File: config.mk
export PLATFORM = sky130hd
export DESIGN_NAME = coherence_transition_lookup
export DESIGN_NICKNAME = d
export VERILOG_FILES = /design/src/rtl/core/cohtl_pkg.sv /design/src/rtl/core/cohtl_csr.sv /design/src/rtl/core/cohtl_lookup.sv /design/src/rtl/core/coherence_transition_lookup.sv
export SDC_FILE = /design/constraint.sdc
export NUM_CORES = 1
export LEC_CHECK = 0
export ABC_AREA = 0
export ABC_CLOCK_PERIOD_IN_PS = 2150
export BUFFER_PORTS_ARGS = -buffer_cell sky130_fd_sc_hd__clkbuf_2
export CAP_MARGIN = 40
export CORE_MARGIN = 2
export CORE_UTILIZATION = 40
export DETAILED_ROUTE_END_ITERATION = 8
export PLACE_DENSITY = 0.78
export SLEW_MARGIN = 25
export SYNTH_ARGS = -nofsm -noshare
export SYNTH_HDL_FRONTEND = slang
export SYNTH_SLANG_ARGS = --single-unit
File: constraint.sdc
create_clock -name clock -period 2.15 [get_ports clock]
set_clock_uncertainty 0.15 [all_clocks]
set_input_delay 0.3225 -clock clock [delete_from_list [all_inputs] [get_ports clock]]
set_output_delay 0.3225 -clock clock [all_outputs]
set_load 0.05 [all_outputs]
File: src/rtl/core/cohtl_pkg.sv
`default_nettype none

package cohtl_pkg;

   localparam int HEADER_BYTES = 8;
   localparam int LINE_BYTES   = 64;

   localparam logic [6:0] SIZE_HDR  = 7'(HEADER_BYTES);
   localparam logic [6:0] SIZE_LINE = 7'(LINE_BYTES + HEADER_BYTES);

   localparam int CSR_ADDR_W = 4;
   localparam int CSR_DATA_W = 32;

   localparam logic [1:0] REG_CACHE_KIND = 2'd0;
   localparam logic [1:0] REG_PROTOCOL   = 2'd1;
   localparam logic [1:0] REG_HINT_LEVEL = 2'd2;

   localparam logic [1:0] KIND_PRIMARY_WT  = 2'd0;
   localparam logic [1:0] KIND_PRIMARY_WB  = 2'd1;
   localparam logic [1:0] KIND_SECONDARY_WB = 2'd2;

   typedef enum logic [3:0] {
      CMD_READ          = 4'd0,
      CMD_WRITE         = 4'd1,
      CMD_RMW           = 4'd2,
      CMD_L1WPF         = 4'd3,
      CMD_L1RPF         = 4'd4,
      CMD_L2WPF         = 4'd5,
      CMD_L2RPF         = 4'd6,
      CMD_REPLY_SH      = 4'd7,
      CMD_REPLY_EXCL    = 4'd8,
      CMD_REPLY_EXCLDY  = 4'd9,
      CMD_REPLY_UPGRADE = 4'd10,
      CMD_COPYBACK      = 4'd11,
      CMD_COPYBACK_INVL = 4'd12,
      CMD_INVL          = 4'd13,
      CMD_REPL          = 4'd14
   } cmd_type;

   typedef enum logic [1:0] {
      LS_INVALID    = 2'd0,
      LS_CLEAN_PRIV = 2'd1,
      LS_SHARED     = 2'd2,
      LS_DIRTY      = 2'd3
   } line_state_type;

   localparam logic [2:0] NS_INVALID    = 3'd0;
   localparam logic [2:0] NS_CLEAN_PRIV = 3'd1;
   localparam logic [2:0] NS_SHARED     = 3'd2;
   localparam logic [2:0] NS_DIRTY      = 3'd3;
   localparam logic [2:0] NS_PENDING    = 3'd4;

   localparam logic [4:0] REQ_NONE          = 5'd0;
   localparam logic [4:0] REQ_READ          = 5'd1;
   localparam logic [4:0] REQ_WRITE         = 5'd2;
   localparam logic [4:0] REQ_RMW           = 5'd3;
   localparam logic [4:0] REQ_L1WPF         = 5'd4;
   localparam logic [4:0] REQ_L1RPF         = 5'd5;
   localparam logic [4:0] REQ_L2WPF         = 5'd6;
   localparam logic [4:0] REQ_L2RPF         = 5'd7;
   localparam logic [4:0] REQ_COPYBACK      = 5'd12;
   localparam logic [4:0] REQ_COPYBACK_INVL = 5'd13;
   localparam logic [4:0] REQ_INVL          = 5'd14;
   localparam logic [4:0] REQ_REPL          = 5'd15;
   localparam logic [4:0] REQ_READ_SHARED   = 5'd16;
   localparam logic [4:0] REQ_READ_OWN      = 5'd17;
   localparam logic [4:0] REQ_UPGRADE       = 5'd18;
   localparam logic [4:0] REQ_WRITEBACK     = 5'd19;

   typedef enum logic [1:0] {
      SZ_NONE = 2'd0,
      SZ_HDR  = 2'd1,
      SZ_LINE = 2'd2
   } size_type;

   typedef struct packed {
      logic       valid;
      logic [2:0] nxt;
      logic [4:0] down;
      size_type   dsz;
      size_type   rsz;
      logic [4:0] up;
      size_type   usz;
      logic       noalloc;
   } entry_type;

   localparam entry_type NO_ENTRY = '0;

   typedef struct packed {
      logic [1:0] cache_kind;
      logic       protocol_msi;
      logic [1:0] hint_level;
   } cfg_type;

   typedef struct packed {
      logic           allocate_hint;
      line_state_type line_state;
      logic [3:0]     cmd;
   } item_type;

   typedef struct packed {
      logic       error;
      logic       allocates;
      logic [6:0] up_request_bytes;
      logic [4:0] up_request;
      logic [6:0] reply_bytes;
      logic [6:0] down_request_bytes;
      logic [4:0] down_request;
      logic [2:0] next_state;
   } result_type;

   function automatic entry_type ent(input logic [2:0] nxt, input logic [4:0] down,
                                     input size_type dsz, input size_type rsz,
                                     input logic [4:0] up, input size_type usz,
                                     input logic noalloc);
      entry_type e;
      e.valid   = 1'b1;
      e.nxt     = nxt;
      e.down    = down;
      e.dsz     = dsz;
      e.rsz     = rsz;
      e.up      = up;
      e.usz     = usz;
      e.noalloc = noalloc;
      return e;
   endfunction

   function automatic entry_type keep(input logic [2:0] nxt);
      return ent(nxt, REQ_NONE, SZ_NONE, SZ_NONE, REQ_NONE, SZ_NONE, 1'b0);
   endfunction

   function automatic logic [6:0] size_bytes(input size_type code);
      logic [6:0] v;
      unique case (code)
         SZ_HDR:  v = SIZE_HDR;
         SZ_LINE: v = SIZE_LINE;
         default: v = 7'd0;
      endcase
      return v;
   endfunction

   function automatic entry_type wt_lookup(input logic [3:0] cmd, input line_state_type st);
      entry_type e;
      logic      inv;
      inv = (st == LS_INVALID);
      unique case (cmd)
         CMD_READ: e = inv ? ent(NS_PENDING, REQ_READ, SZ_HDR, SZ_LINE, REQ_NONE, SZ_NONE, 1'b0)
                           : keep(NS_CLEAN_PRIV);
         CMD_WRITE: e = ent(inv ? NS_PENDING : NS_CLEAN_PRIV, REQ_WRITE, SZ_HDR, SZ_HDR,
                            REQ_NONE, SZ_NONE, 1'b1);
         CMD_RMW: e = ent(inv ? NS_PENDING : NS_CLEAN_PRIV, REQ_RMW, SZ_HDR,
                          inv ? SZ_LINE : SZ_HDR, REQ_NONE, SZ_NONE, 1'b0);
         CMD_L1WPF: e = ent(inv ? NS_PENDING : NS_CLEAN_PRIV, REQ_L1WPF, SZ_HDR,
                            inv ? SZ_LINE : SZ_HDR, REQ_NONE, SZ_NONE, 1'b0);
         CMD_L1RPF: e = inv ? ent(NS_PENDING, REQ_L1RPF, SZ_HDR, SZ_LINE, REQ_NONE, SZ_NONE, 1'b0)
                            : keep(NS_CLEAN_PRIV);
         CMD_L2WPF: e = ent(inv ? NS_INVALID : NS_CLEAN_PRIV, REQ_L2WPF, SZ_HDR, SZ_HDR,
                            REQ_NONE, SZ_NONE, inv);
         CMD_L2RPF: e = inv ? ent(NS_INVALID, REQ_L2RPF, SZ_HDR, SZ_HDR, REQ_NONE, SZ_NONE, 1'b1)
                            : keep(NS_CLEAN_PRIV);
         CMD_REPLY_SH: e = inv ? keep(NS_CLEAN_PRIV) : NO_ENTRY;
         CMD_REPLY_EXCL, CMD_REPLY_EXCLDY, CMD_REPLY_UPGRADE: e = keep(NS_CLEAN_PRIV);
         CMD_COPYBACK: e = ent(inv ? NS_INVALID : NS_CLEAN_PRIV, REQ_COPYBACK, SZ_HDR, SZ_HDR,
                               REQ_NONE, SZ_NONE, 1'b0);
         CMD_COPYBACK_INVL: e = ent(NS_INVALID, REQ_COPYBACK_INVL, SZ_HDR, SZ_HDR,
                                    REQ_NONE, SZ_NONE, 1'b0);
         CMD_INVL: e = ent(NS_INVALID, REQ_INVL, SZ_HDR, SZ_HDR, REQ_NONE, SZ_NONE, 1'b0);
         CMD_REPL: e = keep(NS_INVALID);
         default: e = NO_ENTRY;
      endcase
      if (st == LS_SHARED || st == LS_DIRTY) begin
         e = NO_ENTRY;
      end
      return e;
   endfunction

   function automatic entry_type pwb_lookup(input logic [3:0] cmd, input line_state_type st);
      entry_type e;
      entry_type hold;
      logic      inv;
      logic      shd;
      logic      dty;
      hold = keep({1'b0, st});
      inv  = (st == LS_INVALID);
      shd  = (st == LS_SHARED);
      dty  = (st == LS_DIRTY);
      unique case (cmd)
         CMD_READ: e = inv ? ent(NS_PENDING, REQ_READ, SZ_HDR, SZ_LINE, REQ_NONE, SZ_NONE, 1'b0)
                           : hold;
         CMD_WRITE, CMD_RMW: begin
            if (inv || shd) begin
               e = ent(NS_PENDING, (cmd == CMD_WRITE) ? REQ_WRITE : REQ_RMW, SZ_HDR,
                       inv ? SZ_LINE : SZ_HDR, REQ_NONE, SZ_NONE, 1'b0);
            end else begin
               e = keep(NS_DIRTY);
            end
         end
         CMD_L1WPF: e = (inv || shd) ? ent(NS_PENDING, REQ_L1WPF, SZ_HDR, inv ? SZ_LINE : SZ_HDR,
                                           REQ_NONE, SZ_NONE, 1'b0) : hold;
         CMD_L1RPF: e = inv ? ent(NS_PENDING, REQ_L1RPF, SZ_HDR, SZ_LINE, REQ_NONE, SZ_NONE, 1'b0)
                            : hold;
         CMD_L2WPF: e = (inv || shd) ? ent(inv ? NS_INVALID : NS_SHARED, REQ_L2WPF, SZ_HDR, SZ_HDR,
                                           REQ_NONE, SZ_NONE, inv) : hold;
         CMD_L2RPF: e = inv ? ent(NS_INVALID, REQ_L2RPF, SZ_HDR, SZ_HDR, REQ_NONE, SZ_NONE, 1'b1)
                            : hold;
         CMD_REPLY_SH: e = inv ? keep(NS_SHARED) : NO_ENTRY;
         CMD_REPLY_EXCL, CMD_REPLY_UPGRADE: e = (inv || shd) ? keep(NS_CLEAN_PRIV) : NO_ENTRY;
         CMD_REPLY_EXCLDY: e = inv ? keep(NS_CLEAN_PRIV) : NO_ENTRY;
         CMD_COPYBACK: e = ent(inv ? NS_INVALID : NS_SHARED, REQ_COPYBACK, dty ? SZ_LINE : SZ_HDR,
                               dty ? SZ_LINE : SZ_HDR, REQ_NONE, SZ_NONE, 1'b0);
         CMD_COPYBACK_INVL: e = ent(NS_INVALID, REQ_COPYBACK_INVL, dty ? SZ_LINE : SZ_HDR,
                                    dty ? SZ_LINE : SZ_HDR, REQ_NONE, SZ_NONE, 1'b0);
         CMD_INVL: e = ent(NS_INVALID, REQ_INVL, SZ_HDR, SZ_HDR, REQ_NONE, SZ_NONE, 1'b0);
         CMD_REPL: e = dty ? ent(NS_INVALID, REQ_WRITEBACK, SZ_LINE, SZ_HDR, REQ_NONE, SZ_NONE, 1'b0)
                           : keep(NS_INVALID);
         default: e = NO_ENTRY;
      endcase
      return e;
   endfunction

   function automatic entry_type swb_lookup(input logic [3:0] cmd, input line_state_type st,
                                            input logic msi, input logic [1:0] hint_level);
      entry_type  e;
      entry_type  hold;
      logic [2:0] excl;
      logic       inv;
      logic       prv;
      logic       shd;
      logic       dty;
      logic       hint_on;
      hold    = keep({1'b0, st});
      excl    = msi ? NS_DIRTY : NS_CLEAN_PRIV;
      inv     = (st == LS_INVALID);
      prv     = (st == LS_CLEAN_PRIV);
      shd     = (st == LS_SHARED);
      dty     = (st == LS_DIRTY);
      hint_on = shd ? hint_level[1] : (hint_level != 2'd0);
      unique case (cmd)
         CMD_READ, CMD_L1RPF, CMD_L2RPF:
            e = inv ? ent(NS_PENDING, REQ_READ_SHARED, SZ_HDR, SZ_LINE, REQ_NONE, SZ_NONE, 1'b0)
                    : hold;
         CMD_WRITE, CMD_RMW, CMD_L1WPF, CMD_L2WPF: begin
            if (inv) begin
               e = ent(NS_PENDING, REQ_READ_OWN, SZ_HDR, SZ_LINE, REQ_NONE, SZ_NONE, 1'b0);
            end else if (shd) begin
               e = ent(NS_PENDING, REQ_UPGRADE, SZ_HDR, SZ_HDR, REQ_NONE, SZ_NONE, 1'b0);
            end else if (prv && (cmd == CMD_WRITE || cmd == CMD_RMW)) begin
               e = keep(NS_DIRTY);
            end else begin
               e = hold;
            end
         end
         CMD_REPLY_SH: e = inv ? keep(NS_SHARED) : NO_ENTRY;
         CMD_REPLY_EXCL: e = inv ? keep(excl) : NO_ENTRY;
         CMD_REPLY_EXCLDY: e = inv ? keep(NS_DIRTY) : NO_ENTRY;
         CMD_REPLY_UPGRADE: e = shd ? keep(excl) : NO_ENTRY;
         CMD_COPYBACK: e = ent(inv ? NS_INVALID : NS_SHARED, REQ_COPYBACK,
                               (prv || dty) ? SZ_LINE : SZ_HDR, dty ? SZ_LINE : SZ_HDR,
                               REQ_NONE, SZ_NONE, 1'b0);
         CMD_COPYBACK_INVL: e = ent(NS_INVALID, REQ_COPYBACK_INVL,
                                    (prv || dty) ? SZ_LINE : SZ_HDR, dty ? SZ_LINE : SZ_HDR,
                                    REQ_NONE, SZ_NONE, 1'b0);
         CMD_INVL: e = ent(NS_INVALID, REQ_INVL, SZ_HDR, SZ_HDR, REQ_NONE, SZ_NONE, 1'b0);
         CMD_REPL: begin
            if (inv) begin
               e = keep(NS_INVALID);
            end else if (dty) begin
               e = ent(NS_INVALID, REQ_WRITEBACK, SZ_LINE, SZ_HDR, REQ_COPYBACK_INVL, SZ_HDR,
                       1'b0);
            end else if (hint_on) begin
               e = ent(NS_INVALID, REQ_REPL, SZ_HDR, SZ_HDR,
                       shd ? REQ_INVL : REQ_COPYBACK_INVL, SZ_HDR, 1'b0);
            end else begin
               e = ent(NS_INVALID, REQ_NONE, SZ_NONE, SZ_NONE,
                       shd ? REQ_INVL : REQ_COPYBACK_INVL, SZ_HDR, 1'b0);
            end
         end
         default: e = NO_ENTRY;
      endcase
      return e;
   endfunction

endpackage

`default_nettype wire

File: src/rtl/core/cohtl_csr.sv
`default_nettype none

module cohtl_csr (
   input  wire logic                                clock,
   input  wire logic                                reset,
   input  wire logic                                csr_psel,
   input  wire logic                                csr_penable,
   input  wire logic                                csr_pwrite,
   input  wire logic [cohtl_pkg::CSR_ADDR_W-1:0]    csr_paddr,
   input  wire logic [cohtl_pkg::CSR_DATA_W-1:0]    csr_pwdata,
   output logic      [cohtl_pkg::CSR_DATA_W-1:0]    csr_prdata,
   output logic                                     csr_pready,
   output cohtl_pkg::cfg_type                       cfg
);

   cohtl_pkg::cfg_type cfg_ff;
   cohtl_pkg::cfg_type cfg_in;
   logic [1:0]         reg_index;
   logic               write_en;

   assign reg_index  = csr_paddr[3:2];
   assign csr_pready = 1'b1;
   assign write_en   = csr_psel && csr_penable && csr_pwrite && csr_pready;

   always_comb begin
      cfg_in = cfg_ff;
      if (write_en) begin
         unique case (reg_index)
            cohtl_pkg::REG_CACHE_KIND: cfg_in.cache_kind   = csr_pwdata[1:0];
            cohtl_pkg::REG_PROTOCOL:   cfg_in.protocol_msi = csr_pwdata[0];
            cohtl_pkg::REG_HINT_LEVEL: cfg_in.hint_level   = csr_pwdata[1:0];
            default:                   cfg_in = cfg_ff;
         endcase
      end
   end

   always_ff @(posedge clock) begin
      if (reset) begin
         cfg_ff.cache_kind   <= cohtl_pkg::KIND_PRIMARY_WB;
         cfg_ff.protocol_msi <= 1'b0;
         cfg_ff.hint_level   <= 2'd1;
      end else begin
         cfg_ff <= cfg_in;
      end
   end

   always_comb begin
      unique case (reg_index)
         cohtl_pkg::REG_CACHE_KIND: csr_prdata = {30'd0, cfg_ff.cache_kind};
         cohtl_pkg::REG_PROTOCOL:   csr_prdata = {31'd0, cfg_ff.protocol_msi};
         cohtl_pkg::REG_HINT_LEVEL: csr_prdata = {30'd0, cfg_ff.hint_level};
         default:                   csr_prdata = '0;
      endcase
   end

   assign cfg = cfg_ff;

endmodule

`default_nettype wire

File: src/rtl/core/cohtl_lookup.sv
`default_nettype none

module cohtl_lookup (
   input  wire cohtl_pkg::cfg_type  cfg,
   input  wire cohtl_pkg::item_type item,
   output cohtl_pkg::result_type    result
);

   cohtl_pkg::entry_type e;

   always_comb begin
      unique case (cfg.cache_kind)
         cohtl_pkg::KIND_PRIMARY_WT:
            e = cohtl_pkg::wt_lookup(item.cmd, item.line_state);
         cohtl_pkg::KIND_PRIMARY_WB:
            e = cohtl_pkg::pwb_lookup(item.cmd, item.line_state);
         cohtl_pkg::KIND_SECONDARY_WB:
            e = cohtl_pkg::swb_lookup(item.cmd, item.line_state, cfg.protocol_msi,
                                      cfg.hint_level);
         default:
            e = cohtl_pkg::NO_ENTRY;
      endcase
   end

   always_comb begin
      result = '0;
      if (e.valid) begin
         result.next_state         = e.nxt;
         result.down_request       = e.down;
         result.down_request_bytes = cohtl_pkg::size_bytes(e.dsz);
         result.reply_bytes        = cohtl_pkg::size_bytes(e.rsz);
         result.up_request         = e.up;
         result.up_request_bytes   = cohtl_pkg::size_bytes(e.usz);
         result.allocates          = (item.line_state != cohtl_pkg::LS_INVALID)
                                     || item.allocate_hint || !e.noalloc;
      end else begin
         result.error = 1'b1;
      end
   end

endmodule

`default_nettype wire

File: src/rtl/core/coherence_transition_lookup.sv
// Channel        | Direction | Transaction contents
// req (stream)   | in        | tdata: cmd, line_state, allocate_hint
// rsp (stream)   | out       | tdata: state, requests, sizes, allocates; tuser: error
// csr (APB)      | in/out    | cache_kind, protocol_msi, replacement_hint_level
//
// Each transaction is registered on entry, looked up combinationally in the fixed transition tables
// and registered again on exit, so a result is offered on rsp from the output register.
// One transaction is accepted per cycle while rsp does not stall; there are two register stages.
// Synchronous reset empties both stages and restores the configuration defaults.
// A stall on rsp holds the output stage, and the input stage then accepts only while it is empty.
`default_nettype none

module coherence_transition_lookup (
   input  wire logic                             clock,
   input  wire logic                             reset,
   input  wire logic                             req_tvalid,
   output logic                                  req_tready,
   // [3:0] cmd, [5:4] line_state, [6] allocate_hint, [7] zero
   input  wire logic [7:0]                       req_tdata,
   output logic                                  rsp_tvalid,
   input  wire logic                             rsp_tready,
   // [2:0] next_state, [7:3] down_request, [14:8] down_request_bytes,
   // [21:15] reply_bytes, [26:22] up_request, [33:27] up_request_bytes,
   // [34] allocates, [39:35] zero
   output logic      [39:0]                      rsp_tdata,
   // [0] error
   output logic                                  rsp_tuser,
   input  wire logic                             csr_psel,
   input  wire logic                             csr_penable,
   input  wire logic                             csr_pwrite,
   input  wire logic [cohtl_pkg::CSR_ADDR_W-1:0] csr_paddr,
   input  wire logic [cohtl_pkg::CSR_DATA_W-1:0] csr_pwdata,
   output logic      [cohtl_pkg::CSR_DATA_W-1:0] csr_prdata,
   output logic                                  csr_pready
);

   cohtl_pkg::cfg_type    cfg;
   cohtl_pkg::item_type   item_ff;
   cohtl_pkg::item_type   item_in;
   logic                  item_valid_ff;
   logic                  item_valid_in;
   cohtl_pkg::result_type lookup_result;
   cohtl_pkg::result_type result_ff;
   cohtl_pkg::result_type result_in;
   logic                  result_valid_ff;
   logic                  result_valid_in;
   logic                  out_ready;

   cohtl_csr u_csr (
      .clock       (clock),
      .reset       (reset),
      .csr_psel    (csr_psel),
      .csr_penable (csr_penable),
      .csr_pwrite  (csr_pwrite),
      .csr_paddr   (csr_paddr),
      .csr_pwdata  (csr_pwdata),
      .csr_prdata  (csr_prdata),
      .csr_pready  (csr_pready),
      .cfg         (cfg)
   );

   cohtl_lookup u_lookup (
      .cfg    (cfg),
      .item   (item_ff),
      .result (lookup_result)
   );

   assign out_ready  = !result_valid_ff || rsp_tready;
   assign req_tready = !item_valid_ff || out_ready;

   always_comb begin
      item_in       = item_ff;
      item_valid_in = item_valid_ff;
      if (req_tready) begin
         item_valid_in = req_tvalid;
         item_in       = cohtl_pkg::item_type'(req_tdata[6:0]);
      end
      result_in       = result_ff;
      result_valid_in = result_valid_ff;
      if (out_ready) begin
         result_valid_in = item_valid_ff;
         result_in       = lookup_result;
      end
   end

   always_ff @(posedge clock) begin
      if (reset) begin
         item_valid_ff   <= 1'b0;
         result_valid_ff <= 1'b0;
      end else begin
         item_valid_ff   <= item_valid_in;
         result_valid_ff <= result_valid_in;
      end
   end

   always_ff @(posedge clock) begin
      item_ff   <= item_in;
      result_ff <= result_in;
   end

   assign rsp_tvalid = result_valid_ff;
   assign rsp_tuser  = result_ff.error;
   assign rsp_tdata  = {5'd0,
                        result_ff.allocates,
                        result_ff.up_request_bytes,
                        result_ff.up_request,
                        result_ff.reply_bytes,
                        result_ff.down_request_bytes,
                        result_ff.down_request,
                        result_ff.next_state};

endmodule

`default_nettype wire
==> run_results.csv <==
group,metric,value,unit
synth,synthTopCellsByCount,"buf_4 (63), nor2_1 (26), edfxtp_1 (24)",
synth,synth_fa_ha_area_frac,0.00898,
status,failed_checks,"negative setup slack",
setup_path,cp_data_arrival_time,2.23,ns
min_path,hp-class,"in2reg",
floorplanning,start_util,0.413,
global_route,grt_overflow,0,
sta,rsz0062_at_grt,"true",
sta,slew_headroom,0.573,
clock_tree,htreeDepth,2,
placed_design,place_congestion,0.938,
synth,synth-seq-cells,31,
drt,drc,0,
clock_tree,cts_sinks,31,
synth,yosysTopAreaCellShare,0.259,
final_layout,fillCellCount,612,
synth,ys_types,57,
synth,synth_ff_type,"edfxtp_1",
power,power_density,525,nW/µm²
sta,finalHoldViolCount,0,
global_route,grt_pass1_vias,2693,
synth,synth_top_family_by_area,"compound AO/OA/AOI/OAI gates",
synth,ys_warn_count,0,
placed_design,port_buffers,40,
sta,worst_pin_slew,0.640,ns
synth,yosysMostFrequentCell,"buf_4",
floorplanning,io_pins,127,
status,outcome,"finished, violations left",
drt,first_pass_iters,4,
synth,syn_area,2790,µm²
floorplanning,dieArea,7650,µm²
final_layout,nets,510,
floorplanning,fp.dieH,87.5,µm
power,ir_drop,387,µV
placed_design,pre_cts_slack,-0.386,ns
global_route,antenna_found_initial,0,
drt,vias,2805,
clock_tree,cts_buffers,5,
sta,period_minus_slack,2.33,ns
floorplanning,die_w,87.5,µm
setup_path,worst_ep_required_time,2.05,ns
global_route,grt_pass1_wl,13600,µm
setup_path,cp_max_fo,16,
setup_path,endpoint_kind,"flip-flop",
synth,synth-seq-area-share,0.309,
floorplanning,rows,30,
clock_tree,tritoncts,"done",
synth,synth.mux.area_fraction,0.0215,
drt,ant_nets,0,
synth,yosys-top-cells-area,"edfxtp_1 (26%), buf_4 (17%), dfxtp_1 (5.0%), a21oi_1 (3.8%), nor2_1 (3.5%)",
synth,synth-edff-count,24,
synth,synth_xor_area_frac,0.00628,
sta,fmax,0.430,GHz
sta,fin_ws,-0.177,ns
synth,synth.avg_cell_area,8.35,µm²
synth,netlist_instances,334,
synth,yosys.area.top_type,"edfxtp_1",
clock_tree,path_clk_slew,0.06,ns
final_layout,synthToLayoutAreaGrowth,40.8,%
sta,setup_viol,5,
sta,maxSlewViolCount,0,
final_layout,drive_gt1_frac,0.441,
drt,via_per_inst,5.21,
synth,ys_async_sr_fraction,0,
clock_tree,hold_buffers,0,
clock_tree,clockBufferDepth,2,
drt,detail_route.wirelength,9090,µm
global_route,track_usage,0.234,
setup_path,worst-setup-path-type,"reg2reg",
sta,fin_crit_sh,1.08,
placed_design,hpwl,7020,µm
power,power.leakage,1.74,nW
clock_tree,clockRootBuffer,"clkbuf_8",
synth,synth-simple-area-share,0.217,
final_layout,final_util,0.581,
drt,drt-initial-drc-count,217,
final_layout,insertedDiodeCount,0,
global_route,grt_max_degree,18,
power,finalPower,0.00206,W
drt,wl_per_cell,16.9,µm
floorplanning,core,6760,µm²
flow_run,drv_cap,0,
clock_tree,worstSkewPairLatency,0.29,ns
setup_path,worstSetupStartpointType,"flip-flop",
synth,synth_compound_area_frac,0.224,
-- layer usage --
metal,vias to the layer above,share of wire,GRT usage
met1,1310,0.41,0.290
met3,21,0.063,0.0521
met4,0,0.041,0.0979
li1,1339,-,-
met5,-,0,0
met2,135,0.48,0.390
-- repair_timing --
action | in CTS | in global routing
gates resized for setup | 39 | 36
setup buffers | 10 | 10
endpoints found under the setup margin | 9 | 14
pin swaps | 21 | 12
-- final timing paths --
path	start	end	slack (ns)	cells after the start
hold / removal	req_tdata[2]	item_ff[2]	0.06	1
hold reg to reg	item_valid_ff	rsp_tvalid	0.37	2
setup / recovery	item_ff[0]	rsp_tdata[11]	-0.18	9
setup reg to reg	item_ff[0]	rsp_tdata[11]	-0.18	9
-- state kept, by name (all words and copies together) (netlist names) --
signal,cells
item_ff,7
item_valid_ff,1
rsp_tdata,16
rsp_tvalid,1
u_csr.cfg,5
rsp_tuser,1
-- cell families (layout without fill, tap and decap cells) --
kind of cell	count (synthesis)	after routing
and+or+nand+nor	115	115
AOI/OAI and AO/OA	92	92
buffers and inverters	84	157
DFF	31	31
muxes	6	6
adders and majority gates	2	2
other	2	53
xor gates and xnor gates	2	2
-- layout make-up --
type / instances / area (µm²) / share of cell area
multi-input cells: 270 / 1820 / 0.463
repair buffers: 145 / 1050 / 0.267
flip-flops and latches: 31 / 861 / 0.219
well taps: 80 / 100 / 0.0255
clock buffers: 6 / 72.6 / 0.0185
inverters: 4 / 18.8 / 0.00478
clock inverters: 2 / 8.76 / 0.00223
-- where the power goes --
group          leakage [nW]  switching (W)  internal (W)
Clock                0.0426       0.000219      0.000222
Combinational          1.37       0.000623      0.000289
Sequential            0.326      0.0000179      0.000692
Total                  1.74       0.000859       0.00120
-- per-stage QoR --
step	hold WS (ns)	TNS, ns	cell area, µm²	cells
after floorplan	0.245	0	2990	385
after global placement	0.335	-1.37	3390	512
after detailed placement	0.354	-1.42	3390	512
after CTS	0.0519	-0.508	3710	529
after global routing	0.0549	-1.29	3920	538
final	0.0585	-0.549	3920	538
-- worst max-delay path, cell delays in order (launching register included) --
cell       delay, ns
edfxtp_1        0.41
buf_4           0.19
buf_6           0.17
o21ai_2         0.16
a31oi_2         0.13
nor4_4          0.31
buf_4           0.16
a2111oi_4       0.04
ha_2            0.33
nor2_1          0.04
-- cell usage in the layout, fill, tap and decap left out, drive strengths merged, types with 3 or more instances in the layout --
| cell | netlist | routed |
|---|---|---|
| o211ai | 4 | 4 |
| nand2b | 10 | 10 |
| buf | 74 | 105 |
| clkbuf | 6 | 46 |
| dfxtp | 7 | 7 |
| or3 | 3 | 3 |
| nand3b | 4 | 4 |
| nor3b | 3 | 3 |
| nor2 | 27 | 27 |
| and2 | 4 | 4 |
| nand3 | 6 | 6 |
| nor2b | 14 | 14 |
| conb | 2 | 53 |
| a211o | 3 | 3 |
| o2bb2ai | 4 | 4 |
| a211oi | 3 | 3 |
| a22oi | 7 | 7 |
| nor3 | 9 | 9 |
| mux2i | 6 | 6 |
| a2111oi | 5 | 5 |
| edfxtp | 24 | 24 |
| nand2 | 24 | 24 |
| o22ai | 9 | 9 |
| o21ai | 18 | 18 |
| inv | 4 | 3 |
| a21oi | 21 | 21 |
| a31oi | 5 | 5 |
No activity file was read; power rests on OpenSTA's default activity.
